`src/hw/rtl/glr_pkg.sv`:
```
// Shared types, widths and codes of the gradient line rasterizer.
package glr_pkg;

  localparam int GLR_COORD_BITS  = 12;
  localparam int GLR_DIM_BITS    = 12;
  localparam int GLR_BASE_BITS   = 22;
  localparam int GLR_ADDR_BITS   = 23;
  localparam int GLR_ERR_BITS    = GLR_COORD_BITS + 2;
  localparam int GLR_CHAN_BITS   = 8;
  localparam int GLR_NUM_CHAN    = 3;
  localparam int GLR_COLOR_BITS  = GLR_CHAN_BITS * GLR_NUM_CHAN;
  localparam int GLR_PROD_BITS   = GLR_COORD_BITS + GLR_DIM_BITS;
  localparam int GLR_SUM_BITS    = (GLR_PROD_BITS + 1 > GLR_ADDR_BITS) ?
                                   GLR_PROD_BITS + 1 : GLR_ADDR_BITS;
  localparam int GLR_DIV_CNT_BITS = $clog2(GLR_CHAN_BITS);

  localparam int GLR_QUEUE_DEPTH = 2;
  localparam int GLR_QPTR_BITS   = $clog2(GLR_QUEUE_DEPTH);
  localparam int GLR_QCNT_BITS   = $clog2(GLR_QUEUE_DEPTH + 1);

  localparam int GLR_APB_ADDR_BITS = 4;
  localparam int GLR_APB_DATA_BITS = 32;
  localparam int GLR_REG_IDX_BITS  = 2;

  localparam logic [GLR_REG_IDX_BITS-1:0] GLR_REG_WIDTH  = 2'd0;
  localparam logic [GLR_REG_IDX_BITS-1:0] GLR_REG_HEIGHT = 2'd1;
  localparam logic [GLR_REG_IDX_BITS-1:0] GLR_REG_BASE   = 2'd2;

  localparam logic [GLR_DIM_BITS-1:0]  GLR_WIDTH_RESET  = 12'd320;
  localparam logic [GLR_DIM_BITS-1:0]  GLR_HEIGHT_RESET = 12'd320;
  localparam logic [GLR_BASE_BITS-1:0] GLR_BASE_RESET   = '0;

  localparam logic GLR_REQ_LOAD = 1'b0;
  localparam logic GLR_REQ_STEP = 1'b1;

  typedef logic [GLR_SUM_BITS-1:0]   glr_sum_t;
  typedef logic [GLR_PROD_BITS-1:0]  glr_prod_t;
  typedef logic [GLR_APB_DATA_BITS-1:0] glr_word_t;

  // One command as it travels from the front part to the raster engine.
  typedef struct packed {
    logic                             is_step;
    logic signed [GLR_COORD_BITS-1:0] start_x;
    logic signed [GLR_COORD_BITS-1:0] start_y;
    logic signed [GLR_COORD_BITS-1:0] end_x;
    logic signed [GLR_COORD_BITS-1:0] end_y;
    logic [GLR_COORD_BITS-1:0]        abs_dx;
    logic [GLR_COORD_BITS-1:0]        abs_dy;
    logic [GLR_COORD_BITS-1:0]        span;
    logic                             x_neg;
    logic                             y_neg;
    logic                             x_major;
    logic signed [GLR_ERR_BITS-1:0]   err;
    logic [GLR_COLOR_BITS-1:0]        color_from;
    logic [GLR_COLOR_BITS-1:0]        color_to;
  } glr_cmd_t;

  typedef struct packed {
    logic [GLR_DIM_BITS-1:0]  width;
    logic [GLR_DIM_BITS-1:0]  height;
    logic [GLR_BASE_BITS-1:0] base;
  } glr_cfg_t;

endpackage

```
`src/hw/rtl/glr_front.sv`:
```
// Input side: accept beats, classify them and set up line parameters for the engine.
module glr_front (
  input  logic                                     in_valid,
  output logic                                     in_ready,
  input  logic                                     in_req_type,
  input  logic signed [glr_pkg::GLR_COORD_BITS-1:0] in_start_x,
  input  logic signed [glr_pkg::GLR_COORD_BITS-1:0] in_start_y,
  input  logic signed [glr_pkg::GLR_COORD_BITS-1:0] in_end_x,
  input  logic signed [glr_pkg::GLR_COORD_BITS-1:0] in_end_y,
  input  logic [glr_pkg::GLR_CHAN_BITS-1:0]        in_start_red,
  input  logic [glr_pkg::GLR_CHAN_BITS-1:0]        in_start_green,
  input  logic [glr_pkg::GLR_CHAN_BITS-1:0]        in_start_blue,
  input  logic [glr_pkg::GLR_CHAN_BITS-1:0]        in_end_red,
  input  logic [glr_pkg::GLR_CHAN_BITS-1:0]        in_end_green,
  input  logic [glr_pkg::GLR_CHAN_BITS-1:0]        in_end_blue,
  input  logic                                     q_full,
  output logic                                     q_push,
  output glr_pkg::glr_cmd_t                        q_cmd
);

  logic signed [glr_pkg::GLR_COORD_BITS:0] dx;
  logic signed [glr_pkg::GLR_COORD_BITS:0] dy;
  logic signed [glr_pkg::GLR_COORD_BITS:0] dx_mag;
  logic signed [glr_pkg::GLR_COORD_BITS:0] dy_mag;
  logic [glr_pkg::GLR_COORD_BITS-1:0]      adx;
  logic [glr_pkg::GLR_COORD_BITS-1:0]      ady;

  assign in_ready = !q_full;
  assign q_push   = in_valid && !q_full;

  always_comb begin
    dx     = $signed({in_end_x[glr_pkg::GLR_COORD_BITS-1], in_end_x}) -
             $signed({in_start_x[glr_pkg::GLR_COORD_BITS-1], in_start_x});
    dy     = $signed({in_end_y[glr_pkg::GLR_COORD_BITS-1], in_end_y}) -
             $signed({in_start_y[glr_pkg::GLR_COORD_BITS-1], in_start_y});
    dx_mag = dx[glr_pkg::GLR_COORD_BITS] ? -dx : dx;
    dy_mag = dy[glr_pkg::GLR_COORD_BITS] ? -dy : dy;
    adx    = dx_mag[glr_pkg::GLR_COORD_BITS-1:0];
    ady    = dy_mag[glr_pkg::GLR_COORD_BITS-1:0];

    q_cmd.is_step    = (in_req_type == glr_pkg::GLR_REQ_STEP);
    q_cmd.start_x    = in_start_x;
    q_cmd.start_y    = in_start_y;
    q_cmd.end_x      = in_end_x;
    q_cmd.end_y      = in_end_y;
    q_cmd.abs_dx     = adx;
    q_cmd.abs_dy     = ady;
    q_cmd.span       = (adx > ady) ? adx : ady;
    // Step direction is negative whenever the end does not lie strictly ahead.
    q_cmd.x_neg      = dx[glr_pkg::GLR_COORD_BITS] || (dx == '0);
    q_cmd.y_neg      = dy[glr_pkg::GLR_COORD_BITS] || (dy == '0);
    q_cmd.x_major    = (adx > ady);
    q_cmd.err        = $signed({2'b00, adx}) - $signed({2'b00, ady});
    q_cmd.color_from = {in_start_red, in_start_green, in_start_blue};
    q_cmd.color_to   = {in_end_red, in_end_green, in_end_blue};
  end

endmodule

```
`src/hw/rtl/glr_queue.sv`:
```
// Short command queue between the front part and the raster engine.
module glr_queue (
  input  logic              clk,
  input  logic              rst_n,
  input  logic              push,
  input  glr_pkg::glr_cmd_t push_cmd,
  output logic              full,
  output logic              head_valid,
  output glr_pkg::glr_cmd_t head_cmd,
  input  logic              pop
);

  glr_pkg::glr_cmd_t                  mem_r [glr_pkg::GLR_QUEUE_DEPTH];
  logic [glr_pkg::GLR_QPTR_BITS-1:0]  wr_ptr_r;
  logic [glr_pkg::GLR_QPTR_BITS-1:0]  rd_ptr_r;
  logic [glr_pkg::GLR_QCNT_BITS-1:0]  count_r;
  logic [glr_pkg::GLR_QPTR_BITS-1:0]  wr_ptr_nxt;
  logic [glr_pkg::GLR_QPTR_BITS-1:0]  rd_ptr_nxt;
  logic [glr_pkg::GLR_QCNT_BITS-1:0]  count_nxt;
  logic                               do_pop;

  assign full       = (count_r == glr_pkg::GLR_QCNT_BITS'(glr_pkg::GLR_QUEUE_DEPTH));
  assign head_valid = (count_r != '0);
  assign head_cmd   = mem_r[rd_ptr_r];
  assign do_pop     = pop && head_valid;

  always_comb begin
    wr_ptr_nxt = push   ? wr_ptr_r + 1'b1 : wr_ptr_r;
    rd_ptr_nxt = do_pop ? rd_ptr_r + 1'b1 : rd_ptr_r;
    count_nxt  = count_r;
    if (push && !do_pop) begin
      count_nxt = count_r + 1'b1;
    end else if (do_pop && !push) begin
      count_nxt = count_r - 1'b1;
    end
  end

  always_ff @(posedge clk) begin
    if (!rst_n) begin
      wr_ptr_r <= '0;
      rd_ptr_r <= '0;
      count_r  <= '0;
    end else begin
      wr_ptr_r <= wr_ptr_nxt;
      rd_ptr_r <= rd_ptr_nxt;
      count_r  <= count_nxt;
    end
  end

  always_ff @(posedge clk) begin
    if (push) begin
      mem_r[wr_ptr_r] <= push_cmd;
    end
  end

endmodule

```
`src/hw/rtl/glr_engine.sv`:
```
// Raster engine: Bresenham walk, incremental color gradient and pixel output register.
module glr_engine (
  input  logic                                      clk,
  input  logic                                      rst_n,
  input  glr_pkg::glr_cfg_t                         cfg,
  input  logic                                      q_valid,
  input  glr_pkg::glr_cmd_t                         q_cmd,
  output logic                                      q_pop,
  output logic                                      out_valid,
  input  logic                                      out_ready,
  output logic                                      out_pixel_valid,
  output logic                                      out_on_screen,
  output logic signed [glr_pkg::GLR_COORD_BITS-1:0] out_pixel_x,
  output logic signed [glr_pkg::GLR_COORD_BITS-1:0] out_pixel_y,
  output logic [glr_pkg::GLR_ADDR_BITS-1:0]         out_pixel_address,
  output logic [glr_pkg::GLR_COLOR_BITS-1:0]        out_pixel_color,
  output logic                                      out_last_pixel
);

  localparam logic [1:0] ST_IDLE = 2'd0;
  localparam logic [1:0] ST_DIV  = 2'd1;
  localparam logic [1:0] ST_PIX  = 2'd2;

  localparam int C  = glr_pkg::GLR_COORD_BITS;
  localparam int E  = glr_pkg::GLR_ERR_BITS;
  localparam int CH = glr_pkg::GLR_CHAN_BITS;
  localparam int NC = glr_pkg::GLR_NUM_CHAN;

  logic [1:0] state_r, state_nxt;

  // Line state
  logic                   line_active_r, line_active_nxt;
  logic signed [C-1:0]    cur_x_r, cur_x_nxt;
  logic signed [C-1:0]    cur_y_r, cur_y_nxt;
  logic signed [C-1:0]    tgt_x_r, tgt_x_nxt;
  logic signed [C-1:0]    tgt_y_r, tgt_y_nxt;
  logic                   x_neg_r, x_neg_nxt;
  logic                   y_neg_r, y_neg_nxt;
  logic [C-1:0]           abs_dx_r, abs_dx_nxt;
  logic [C-1:0]           abs_dy_r, abs_dy_nxt;
  logic signed [E-1:0]    err_r, err_nxt;
  logic                   x_major_r, x_major_nxt;
  logic [C-1:0]           k_r, k_nxt;
  logic [C-1:0]           span_r, span_nxt;
  logic [glr_pkg::GLR_COLOR_BITS-1:0] from_r, from_nxt;
  logic [glr_pkg::GLR_COLOR_BITS-1:0] to_r, to_nxt;

  // Per channel gradient tracking: |delta| = qd*span + rd, |delta|*k = acc_q*span + acc_rem
  logic [CH-1:0] div_num_r [NC];
  logic [CH-1:0] div_num_nxt [NC];
  logic [CH-1:0] qd_r [NC];
  logic [CH-1:0] qd_nxt [NC];
  logic [C-1:0]  rd_r [NC];
  logic [C-1:0]  rd_nxt [NC];
  logic [CH-1:0] acc_q_r [NC];
  logic [CH-1:0] acc_q_nxt [NC];
  logic [C-1:0]  acc_rem_r [NC];
  logic [C-1:0]  acc_rem_nxt [NC];
  logic [NC-1:0] dneg_r, dneg_nxt;
  logic [glr_pkg::GLR_DIV_CNT_BITS-1:0] div_cnt_r, div_cnt_nxt;

  // Pixel stage between the walk and the address add
  logic                   pv_r, pv_nxt;
  logic                   vis_r, vis_nxt;
  logic                   plast_r, plast_nxt;
  logic signed [C-1:0]    px_r, px_nxt;
  logic signed [C-1:0]    py_r, py_nxt;
  glr_pkg::glr_prod_t     prod_r, prod_nxt;
  logic [glr_pkg::GLR_COLOR_BITS-1:0] pcol_r, pcol_nxt;

  // Output register
  logic                   ov_r, ov_nxt;
  logic                   o_pv_r, o_vis_r, o_last_r;
  logic signed [C-1:0]    o_x_r, o_y_r;
  logic [glr_pkg::GLR_ADDR_BITS-1:0]  o_addr_r;
  logic [glr_pkg::GLR_COLOR_BITS-1:0] o_col_r;
  logic                   o_load;
  glr_pkg::glr_sum_t      addr_sum;

  assign out_valid         = ov_r;
  assign out_pixel_valid   = o_pv_r;
  assign out_on_screen     = o_vis_r;
  assign out_pixel_x       = o_x_r;
  assign out_pixel_y       = o_y_r;
  assign out_pixel_address = o_addr_r;
  assign out_pixel_color   = o_col_r;
  assign out_last_pixel    = o_last_r;

  assign o_load   = (state_r == ST_PIX) && (!ov_r || out_ready);
  assign addr_sum = glr_pkg::glr_sum_t'(cfg.base) + glr_pkg::glr_sum_t'(prod_r) +
                    glr_pkg::glr_sum_t'($unsigned(px_r));

  always_comb begin
    logic [CH-1:0]        f_ch, t_ch, mag;
    logic [C:0]           trial, tdiff, rsum, rdiff;
    logic signed [E:0]    e2, adx_s, ady_s;
    logic signed [E-1:0]  adx_e, ady_e;
    logic                 step_x, step_y, major_step, last_c, vis_c;
    logic [glr_pkg::GLR_COLOR_BITS-1:0] col_c;

    mag   = '0;
    trial = '0;
    tdiff = '0;
    rsum  = '0;
    rdiff = '0;

    state_nxt       = state_r;
    line_active_nxt = line_active_r;
    cur_x_nxt       = cur_x_r;
    cur_y_nxt       = cur_y_r;
    tgt_x_nxt       = tgt_x_r;
    tgt_y_nxt       = tgt_y_r;
    x_neg_nxt       = x_neg_r;
    y_neg_nxt       = y_neg_r;
    abs_dx_nxt      = abs_dx_r;
    abs_dy_nxt      = abs_dy_r;
    err_nxt         = err_r;
    x_major_nxt     = x_major_r;
    k_nxt           = k_r;
    span_nxt        = span_r;
    from_nxt        = from_r;
    to_nxt          = to_r;
    dneg_nxt        = dneg_r;
    div_cnt_nxt     = div_cnt_r;
    for (int c = 0; c < NC; c++) begin
      div_num_nxt[c] = div_num_r[c];
      qd_nxt[c]      = qd_r[c];
      rd_nxt[c]      = rd_r[c];
      acc_q_nxt[c]   = acc_q_r[c];
      acc_rem_nxt[c] = acc_rem_r[c];
    end
    pv_nxt    = pv_r;
    vis_nxt   = vis_r;
    plast_nxt = plast_r;
    px_nxt    = px_r;
    py_nxt    = py_r;
    prod_nxt  = prod_r;
    pcol_nxt  = pcol_r;
    q_pop     = 1'b0;

    // Walk decisions for the current pixel
    e2         = $signed({err_r, 1'b0});
    adx_s      = $signed({{(E + 1 - C){1'b0}}, abs_dx_r});
    ady_s      = $signed({{(E + 1 - C){1'b0}}, abs_dy_r});
    adx_e      = $signed({{(E - C){1'b0}}, abs_dx_r});
    ady_e      = $signed({{(E - C){1'b0}}, abs_dy_r});
    step_x     = (e2 >= -ady_s);
    step_y     = (e2 <= adx_s);
    major_step = x_major_r ? step_x : step_y;
    last_c     = (cur_x_r == tgt_x_r) && (cur_y_r == tgt_y_r);
    vis_c      = !cur_x_r[C-1] && !cur_y_r[C-1] &&
                 ($unsigned(cur_x_r) < cfg.width) && ($unsigned(cur_y_r) < cfg.height);

    // Gradient color: start at k of zero, end once k reaches the span
    col_c = '0;
    for (int c = 0; c < NC; c++) begin
      f_ch = from_r[c*CH +: CH];
      t_ch = to_r[c*CH +: CH];
      if (k_r == '0) begin
        col_c[c*CH +: CH] = f_ch;
      end else if (k_r >= span_r) begin
        col_c[c*CH +: CH] = t_ch;
      end else begin
        col_c[c*CH +: CH] = dneg_r[c] ? f_ch - acc_q_r[c] : f_ch + acc_q_r[c];
      end
    end

    unique case (state_r)
      ST_IDLE: begin
        if (q_valid) begin
          q_pop = 1'b1;
          if (!q_cmd.is_step) begin
            // Latch a new line, dropping any line still in progress
            line_active_nxt = 1'b1;
            cur_x_nxt   = q_cmd.start_x;
            cur_y_nxt   = q_cmd.start_y;
            tgt_x_nxt   = q_cmd.end_x;
            tgt_y_nxt   = q_cmd.end_y;
            x_neg_nxt   = q_cmd.x_neg;
            y_neg_nxt   = q_cmd.y_neg;
            abs_dx_nxt  = q_cmd.abs_dx;
            abs_dy_nxt  = q_cmd.abs_dy;
            err_nxt     = q_cmd.err;
            x_major_nxt = q_cmd.x_major;
            span_nxt    = q_cmd.span;
            k_nxt       = '0;
            from_nxt    = q_cmd.color_from;
            to_nxt      = q_cmd.color_to;
            div_cnt_nxt = '0;
            for (int c = 0; c < NC; c++) begin
              f_ch = q_cmd.color_from[c*CH +: CH];
              t_ch = q_cmd.color_to[c*CH +: CH];
              dneg_nxt[c]    = (t_ch < f_ch);
              mag            = (t_ch < f_ch) ? f_ch - t_ch : t_ch - f_ch;
              div_num_nxt[c] = mag;
              qd_nxt[c]      = '0;
              rd_nxt[c]      = '0;
              acc_q_nxt[c]   = '0;
              acc_rem_nxt[c] = '0;
            end
            state_nxt = ST_DIV;
          end else begin
            pv_nxt    = line_active_r;
            vis_nxt   = line_active_r && vis_c;
            plast_nxt = line_active_r && last_c;
            px_nxt    = line_active_r ? cur_x_r : '0;
            py_nxt    = line_active_r ? cur_y_r : '0;
            prod_nxt  = glr_pkg::glr_prod_t'($unsigned(cur_y_r)) *
                        glr_pkg::glr_prod_t'(cfg.width);
            pcol_nxt  = line_active_r ? col_c : '0;
            if (line_active_r) begin
              if (last_c) begin
                line_active_nxt = 1'b0;
              end else begin
                err_nxt = err_r - (step_x ? ady_e : '0) + (step_y ? adx_e : '0);
                if (step_x) begin
                  cur_x_nxt = x_neg_r ? cur_x_r - 1'b1 : cur_x_r + 1'b1;
                end
                if (step_y) begin
                  cur_y_nxt = y_neg_r ? cur_y_r - 1'b1 : cur_y_r + 1'b1;
                end
                if (major_step) begin
                  k_nxt = k_r + 1'b1;
                  for (int c = 0; c < NC; c++) begin
                    rsum = {1'b0, acc_rem_r[c]} + {1'b0, rd_r[c]};
                    if (rsum >= {1'b0, span_r}) begin
                      rdiff          = rsum - {1'b0, span_r};
                      acc_rem_nxt[c] = rdiff[C-1:0];
                      acc_q_nxt[c]   = acc_q_r[c] + qd_r[c] + 1'b1;
                    end else begin
                      acc_rem_nxt[c] = rsum[C-1:0];
                      acc_q_nxt[c]   = acc_q_r[c] + qd_r[c];
                    end
                  end
                end
              end
            end
            state_nxt = ST_PIX;
          end
        end
      end
      ST_DIV: begin
        // One restoring division bit per channel per cycle: |delta| / span
        for (int c = 0; c < NC; c++) begin
          trial = {rd_r[c], div_num_r[c][CH-1]};
          if (trial >= {1'b0, span_r}) begin
            tdiff     = trial - {1'b0, span_r};
            rd_nxt[c] = tdiff[C-1:0];
            qd_nxt[c] = {qd_r[c][CH-2:0], 1'b1};
          end else begin
            rd_nxt[c] = trial[C-1:0];
            qd_nxt[c] = {qd_r[c][CH-2:0], 1'b0};
          end
          div_num_nxt[c] = {div_num_r[c][CH-2:0], 1'b0};
        end
        div_cnt_nxt = div_cnt_r + 1'b1;
        if (div_cnt_r == glr_pkg::GLR_DIV_CNT_BITS'(CH - 1)) begin
          state_nxt = ST_IDLE;
        end
      end
      ST_PIX: begin
        if (o_load) begin
          state_nxt = ST_IDLE;
        end
      end
      default: begin
        state_nxt = ST_IDLE;
      end
    endcase
  end

  always_comb begin
    ov_nxt = ov_r;
    if (o_load) begin
      ov_nxt = 1'b1;
    end else if (out_ready) begin
      ov_nxt = 1'b0;
    end
  end

  always_ff @(posedge clk) begin
    if (!rst_n) begin
      state_r       <= ST_IDLE;
      line_active_r <= 1'b0;
      div_cnt_r     <= '0;
      ov_r          <= 1'b0;
    end else begin
      state_r       <= state_nxt;
      line_active_r <= line_active_nxt;
      div_cnt_r     <= div_cnt_nxt;
      ov_r          <= ov_nxt;
    end
  end

  always_ff @(posedge clk) begin
    cur_x_r   <= cur_x_nxt;
    cur_y_r   <= cur_y_nxt;
    tgt_x_r   <= tgt_x_nxt;
    tgt_y_r   <= tgt_y_nxt;
    x_neg_r   <= x_neg_nxt;
    y_neg_r   <= y_neg_nxt;
    abs_dx_r  <= abs_dx_nxt;
    abs_dy_r  <= abs_dy_nxt;
    err_r     <= err_nxt;
    x_major_r <= x_major_nxt;
    k_r       <= k_nxt;
    span_r    <= span_nxt;
    from_r    <= from_nxt;
    to_r      <= to_nxt;
    dneg_r    <= dneg_nxt;
    for (int c = 0; c < NC; c++) begin
      div_num_r[c] <= div_num_nxt[c];
      qd_r[c]      <= qd_nxt[c];
      rd_r[c]      <= rd_nxt[c];
      acc_q_r[c]   <= acc_q_nxt[c];
      acc_rem_r[c] <= acc_rem_nxt[c];
    end
    pv_r    <= pv_nxt;
    vis_r   <= vis_nxt;
    plast_r <= plast_nxt;
    px_r    <= px_nxt;
    py_r    <= py_nxt;
    prod_r  <= prod_nxt;
    pcol_r  <= pcol_nxt;
  end

  always_ff @(posedge clk) begin
    if (o_load) begin
      o_pv_r   <= pv_r;
      o_vis_r  <= vis_r;
      o_last_r <= plast_r;
      o_x_r    <= px_r;
      o_y_r    <= py_r;
      o_addr_r <= vis_r ? addr_sum[glr_pkg::GLR_ADDR_BITS-1:0] : '0;
      o_col_r  <= pcol_r;
    end
  end

endmodule

```
`src/hw/rtl/gradient_line_raster.sv`:
```
// Top level of the gradient line rasterizer: APB registers, front part, queue and engine.
// A step beat passes the queue, pixel stage and output register; output stalls add delay.
// The engine takes a new step beat only after the last result is in the output register.
// A load beat holds the engine for one latch step and then 8 gradient division steps.
// The 2-entry command queue takes beats while the engine works or output stalls until full.
// Reset (synchronous, rst_n low) drops any line, empties queue and output; registers reset.
module gradient_line_raster (
  input  logic                                       clk,
  input  logic                                       rst_n,
  // APB-style configuration port
  input  logic                                       psel,
  input  logic                                       penable,
  input  logic                                       pwrite,
  input  logic [glr_pkg::GLR_APB_ADDR_BITS-1:0]      paddr,
  input  logic [glr_pkg::GLR_APB_DATA_BITS-1:0]      pwdata,
  output logic [glr_pkg::GLR_APB_DATA_BITS-1:0]      prdata,
  output logic                                       pready,
  // Input beats
  input  logic                                       in_valid,
  output logic                                       in_ready,
  input  logic                                       in_req_type,
  input  logic signed [glr_pkg::GLR_COORD_BITS-1:0]  in_start_x,
  input  logic signed [glr_pkg::GLR_COORD_BITS-1:0]  in_start_y,
  input  logic signed [glr_pkg::GLR_COORD_BITS-1:0]  in_end_x,
  input  logic signed [glr_pkg::GLR_COORD_BITS-1:0]  in_end_y,
  input  logic [glr_pkg::GLR_CHAN_BITS-1:0]          in_start_red,
  input  logic [glr_pkg::GLR_CHAN_BITS-1:0]          in_start_green,
  input  logic [glr_pkg::GLR_CHAN_BITS-1:0]          in_start_blue,
  input  logic [glr_pkg::GLR_CHAN_BITS-1:0]          in_end_red,
  input  logic [glr_pkg::GLR_CHAN_BITS-1:0]          in_end_green,
  input  logic [glr_pkg::GLR_CHAN_BITS-1:0]          in_end_blue,
  // Result beats
  output logic                                       out_valid,
  input  logic                                       out_ready,
  output logic                                       out_pixel_valid,
  output logic                                       out_on_screen,
  output logic signed [glr_pkg::GLR_COORD_BITS-1:0]  out_pixel_x,
  output logic signed [glr_pkg::GLR_COORD_BITS-1:0]  out_pixel_y,
  output logic [glr_pkg::GLR_ADDR_BITS-1:0]          out_pixel_address,
  output logic [glr_pkg::GLR_COLOR_BITS-1:0]         out_pixel_color,
  output logic                                       out_last_pixel
);

  // Configuration registers
  glr_pkg::glr_cfg_t cfg_r, cfg_nxt;
  logic [glr_pkg::GLR_REG_IDX_BITS-1:0] reg_idx;
  logic              reg_wr;

  // Front to queue and queue to engine
  glr_pkg::glr_cmd_t front_cmd;
  glr_pkg::glr_cmd_t head_cmd;
  logic              q_push;
  logic              q_full;
  logic              q_valid;
  logic              q_pop;

  // Registers sit at word addresses; the low byte-lane bits are ignored.
  assign reg_idx = paddr[glr_pkg::GLR_APB_ADDR_BITS-1:2];
  assign reg_wr  = psel && penable && pwrite && pready;
  assign pready  = 1'b1;

  // Write decode: drop writes beyond the register list.
  always_comb begin
    cfg_nxt = cfg_r;
    if (reg_wr) begin
      unique case (reg_idx)
        glr_pkg::GLR_REG_WIDTH:  cfg_nxt.width  = pwdata[glr_pkg::GLR_DIM_BITS-1:0];
        glr_pkg::GLR_REG_HEIGHT: cfg_nxt.height = pwdata[glr_pkg::GLR_DIM_BITS-1:0];
        glr_pkg::GLR_REG_BASE:   cfg_nxt.base   = pwdata[glr_pkg::GLR_BASE_BITS-1:0];
        default: cfg_nxt = cfg_r;
      endcase
    end
  end

  // Read mux: unused addresses read as zero.
  always_comb begin
    unique case (reg_idx)
      glr_pkg::GLR_REG_WIDTH:  prdata = glr_pkg::glr_word_t'(cfg_r.width);
      glr_pkg::GLR_REG_HEIGHT: prdata = glr_pkg::glr_word_t'(cfg_r.height);
      glr_pkg::GLR_REG_BASE:   prdata = glr_pkg::glr_word_t'(cfg_r.base);
      default:                 prdata = '0;
    endcase
  end

  always_ff @(posedge clk) begin
    if (!rst_n) begin
      cfg_r.width  <= glr_pkg::GLR_WIDTH_RESET;
      cfg_r.height <= glr_pkg::GLR_HEIGHT_RESET;
      cfg_r.base   <= glr_pkg::GLR_BASE_RESET;
    end else begin
      cfg_r <= cfg_nxt;
    end
  end

  // Front part: classify beats and precompute line setup
  glr_front u_front (
    .in_valid       (in_valid),
    .in_ready       (in_ready),
    .in_req_type    (in_req_type),
    .in_start_x     (in_start_x),
    .in_start_y     (in_start_y),
    .in_end_x       (in_end_x),
    .in_end_y       (in_end_y),
    .in_start_red   (in_start_red),
    .in_start_green (in_start_green),
    .in_start_blue  (in_start_blue),
    .in_end_red     (in_end_red),
    .in_end_green   (in_end_green),
    .in_end_blue    (in_end_blue),
    .q_full         (q_full),
    .q_push         (q_push),
    .q_cmd          (front_cmd)
  );

  // Decoupling queue: lets the front keep taking beats while the engine is busy
  glr_queue u_queue (
    .clk        (clk),
    .rst_n      (rst_n),
    .push       (q_push),
    .push_cmd   (front_cmd),
    .full       (q_full),
    .head_valid (q_valid),
    .head_cmd   (head_cmd),
    .pop        (q_pop)
  );

  // Engine: walk the line, track the gradient, form the address, hold the result beat
  glr_engine u_engine (
    .clk               (clk),
    .rst_n             (rst_n),
    .cfg               (cfg_r),
    .q_valid           (q_valid),
    .q_cmd             (head_cmd),
    .q_pop             (q_pop),
    .out_valid         (out_valid),
    .out_ready         (out_ready),
    .out_pixel_valid   (out_pixel_valid),
    .out_on_screen     (out_on_screen),
    .out_pixel_x       (out_pixel_x),
    .out_pixel_y       (out_pixel_y),
    .out_pixel_address (out_pixel_address),
    .out_pixel_color   (out_pixel_color),
    .out_last_pixel    (out_last_pixel)
  );

endmodule
```
`config.mk`:
```
export PLATFORM = sky130hd
export DESIGN_NAME = gradient_line_raster
export DESIGN_NICKNAME = d
export VERILOG_FILES = /design/src/hw/rtl/glr_pkg.sv /design/src/hw/rtl/glr_front.sv /design/src/hw/rtl/glr_queue.sv /design/src/hw/rtl/glr_engine.sv /design/src/hw/rtl/gradient_line_raster.sv
export SDC_FILE = /design/constraint.sdc
export NUM_CORES = 2
export LEC_CHECK = 0
export ABC_AREA = 1
export BUFFER_PORTS_ARGS = -buffer_cell sky130_fd_sc_hd__buf_2
export CAP_MARGIN = 5
export CORE_MARGIN = 2
export CORE_UTILIZATION = 35
export CTS_BUF_LIST = sky130_fd_sc_hd__clkbuf_4 sky130_fd_sc_hd__clkbuf_8
export CTS_CLUSTER_DIAMETER = 200
export CTS_CLUSTER_SIZE = 24
export DETAILED_ROUTE_END_ITERATION = 12
export RECOVER_POWER = 100
export SETUP_SLACK_MARGIN = 0.4
export SLEW_MARGIN = 20
export SYNTH_ARGS = -nofsm -noshare
export SYNTH_HDL_FRONTEND = slang
export SYNTH_SLANG_ARGS = --single-unit
```
`constraint.sdc`:
```
create_clock -name clk -period 8 [get_ports clk]
set_input_delay 1.6 -clock clk [delete_from_list [all_inputs] [get_ports clk]]
set_output_delay 1.6 -clock clk [all_outputs]
set_load 0.02 [all_outputs]
```
==> parameters.txt <==
Parameter                              Value

STA
  Final-report hold violation count    0
  Measured slew at the worst slew-check pin    4.20 ns
  Maximum clock frequency    0.158 GHz
  Setup-failing EPs final    0
  Setup TNS    0 ns
  Share of the clock period used by the worst path after layout    79.3%
  Setup repair after global routing missed its margin    no
  Normalized max-slew margin    -180%
  Final-report max-slew violation count    918
  Clk_skew    0.0516 ns
  Final critical-path required period    6.34 ns

Setup path
  Longest individual stage delay on the worst path    1.75 ns
  Number of stages on the worst setup path    12
  Critical-path cell list    inv_4 -> or2_0 -> o21ai_4 -> clkinv_2 -> nor2_4 -> buf_4 -> inv_1 -> nand2_1 -> buf_4 -> inv_1 -> nor2_4 -> buf_4
  Cell class contributing the biggest share of worst-path delay    buffers and inverters
  Startpoint types    flop
  R2R depth    12
  Worst-case register-to-register setup slack    1.66 ns
  Worst Setup End Kind    flop
  Most frequent cell on the critical path    buf_4
  Worst Path Class, Setup    flop to flop
  Destination of the critical timing path    u_engine.acc_q_r[0][11]
  Crit-path max FO    72
  Buf/Inv on CP    7
  Highest-delay cell along the critical path    dfxtp_1
  Reg2reg end    u_engine.acc_q_r[0][11]
  Data arrival time at the worst-slack endpoint    6.72 ns
  Req. time, crit path    8.37 ns

Routing
  Detailed-route wire length    135000 um
  DRC violation count after routing    0
  Number of DRC violations after detailed-routing iteration 0    2568
  Post-DR wirelength/cell    17.1 um
  Pre-Repair DR Iteration Count    6
  Ratio of routed vias to standard cells    4.87
  Antenna Nets Post-Route    0
  Via count of the routed design    38500

Cells and area
  Layout overhead on the synthesized area    6.50%
  Fraction of final layout cells with drive strength greater than 1    3.92%
  Layout Nets    6602
  Fill cell instance count of the final layout    15100
  Most frequent cells in the layout    1351 x nand2_1, 821 x inv_1, 754 x edfxtp_1, 439 x nor2_1, 429 x ha_1
  Most frequent standard cell in the layout excluding fill and tap cells    nand2_1

CTS
  Maximum clock insertion buffer count    3
  Post-cts gate resize count    0
  CTS Root Buffer Type    clkbuf_8
  Buffer count from post-CTS setup fixing    0
  Clock Pin Slew Worst Setup and Hold Paths    0.18 ns
  Clock tree from TritonCTS    built
  # H-tree levels    2
  CTS buffer count    39
  Clock latency on the worst-skew pair    0.78 ns
  CTS Hold Bufs    0
  Sinks on Clock Net    812

Yosys
  Post-synthesis cell type count    59
  Post-synth EDFFs    754
  Synthesized flop and latch total    812
  Share of the yosys chip area belonging to registers    45.3%
  Mean cell area of the mapped netlist    9.14 um^2
  Area of the mapped netlist    52500 um^2
  Portion of synthesized cell area occupied by the leading cell type    43.1%
  Count of mapped cells out of synthesis    5744
  Top_reg_cell synth    edfxtp_1
  Area contributors post-synth    edfxtp_1 43%, ha_1 10%, nand2_1 9.6%
  Post-synthesis async set-or-reset flop share    0%
  Cell type with the highest aggregate area in the netlist    edfxtp_1
  Syn. warnings    0

Global routing
  Via count of the first global-routing pass    37100
  Global-route wire length before repair    209000 um
  Largest net degree at the start of global routing    146
  Antenna violations before repair    7
  Tot GR Track Use    17.4%
  GR Overflow Total    0

Run status
  Violations in the final reports    capacitance limit, slew limit
  Status    finished, violations left

Die
  Floorplan row count    142
  Width of the die    391 um
  Vert. Die Dim    391 um
  Effective utilization at floorplan    35.1%
  Core region area    149000 um^2
  # IOs    249
  Total die area    153000 um^2

Run
  Max-cap check violation count    18

Hold path
  Path type of the worst min-delay path    flop to flop

Placement
  Number of I/O port buffers    225
  Final RePlAce weighted congestion    0.894
  HPWL after DPL    100000 um
## routing by layer
layer | global-route usage, % | routed length, um | up-vias
li1 | - | - | 19200
met1 | 24.5 | 64900 | 18300
met2 | 28.3 | 61200 | 832
met3 | 2.20 | 6340 | 132
met4 | 3.91 | 2910 | 8
met5 | 0 | 53 | -
## final cells by class
| class | count | area, um^2 | area share (%) |
|---|---|---|---|
| Multi-Input combinational cell | 3946 | 24800 | 44.3 |
| Sequential cell | 812 | 23800 | 42.6 |
| Inverter | 831 | 3120 | 5.59 |
| Tap cell | 2016 | 2520 | 4.51 |
| Timing Repair Buffer | 253 | 1080 | 1.94 |
| Clock buffer | 48 | 604 | 1.08 |
| Clock inverter | 2 | 12.5 | 0.0224 |
| Antenna cell | 1 | 2.50 | 0.00447 |
## Yosys cell counts (all sizes together), types with 3 or more instances
cell type,count
clkbuf,113
a221oi,3
xnor2,102
xor2,162
a31oi,41
o21bai,15
ha,429
a21o,30
a211oi,3
o211ai,57
dfxtp,58
inv,829
nor3,37
a21oi,358
o21a,9
nor2,446
nand4,59
or2,67
nand2,1366
fa,150
o221ai,15
and2,6
nand3b,11
a21boi,10
edfxtp,754
nand3,227
nor4,4
o31ai,9
buf,51
a22oi,3
o21ai,308
## worst reg2reg max path, stage by stage (launching register included)
cell,delay (ns)
dfxtp_1,1.75
inv_4,0.66
or2_0,0.45
o21ai_4,0.15
clkinv_2,0.47
nor2_4,0.25
buf_4,0.65
inv_1,0.09
nand2_1,0.10
buf_4,0.27
inv_1,0.12
nor2_4,0.12
buf_4,0.82
## through the flow
stage | utilization [%] | std cells | worst slack (ns) | hold slack [ns] | cell area [um^2]
floorplan | - | 5753 | 1.01 | 0.400 | 52600
global placement | 37.3 | 7858 | 1.97 | 0.404 | 55700
detailed placement | 37.3 | 7858 | 2.00 | 0.405 | 55700
CTS | 37.7 | 7908 | 2.28 | 0.424 | 56400
global route | 37.4 | 7909 | 1.09 | 0.433 | 55900
finish | 37.4 | 7909 | 1.66 | 0.422 | 55900
## worst min-delay path by stage
stage	from	endpoint	cells after the start
CTS	u_engine.py_r[8]	u_engine.out_pixel_y[8]	0
finish	u_engine.py_r[8]	u_engine.out_pixel_y[8]	0
floorplan	u_engine.plast_r	u_engine.out_last_pixel	0
global route	u_engine.py_r[0]	u_engine.out_pixel_y[0]	0
detailed placement	u_engine.pcol_r[11]	u_engine.out_pixel_color[11]	0
global placement	u_engine.py_r[3]	u_engine.out_pixel_y[3]	0
## logic make-up after synthesis
group / Yosys count / synth area share (%)
AO/OA/AOI/OAI: 865 / 9.22
XOR/XNOR: 264 / 4.47
adder cells (fa/ha/maj): 579 / 15.9
AND/OR/NAND/NOR: 2227 / 17.6
buffers and inverters: 995 / 7.38
other: 2 / 0.0143
flip-flops: 812 / 45.3
## registers in the layout (all words and copies together), names as in the netlist, 14 cells and up, named ones only
register	cells
u_engine.from_r	24
u_queue.mem_r	298
u_engine.out_pixel_address	23
u_engine.qd_r	24
cfg_r	46
u_engine.acc_q_r	24
u_engine.pcol_r	24
u_engine.to_r	24
u_engine.err_r	14
u_engine.div_num_r	24
u_engine.acc_rem_r	36
u_engine.rd_r	36
u_engine.prod_r	23
u_engine.out_pixel_color	24
Power is left out: the tool's default activity adds up to more than one toggle a clock period on the data nets, which glitch-free logic cannot reach.
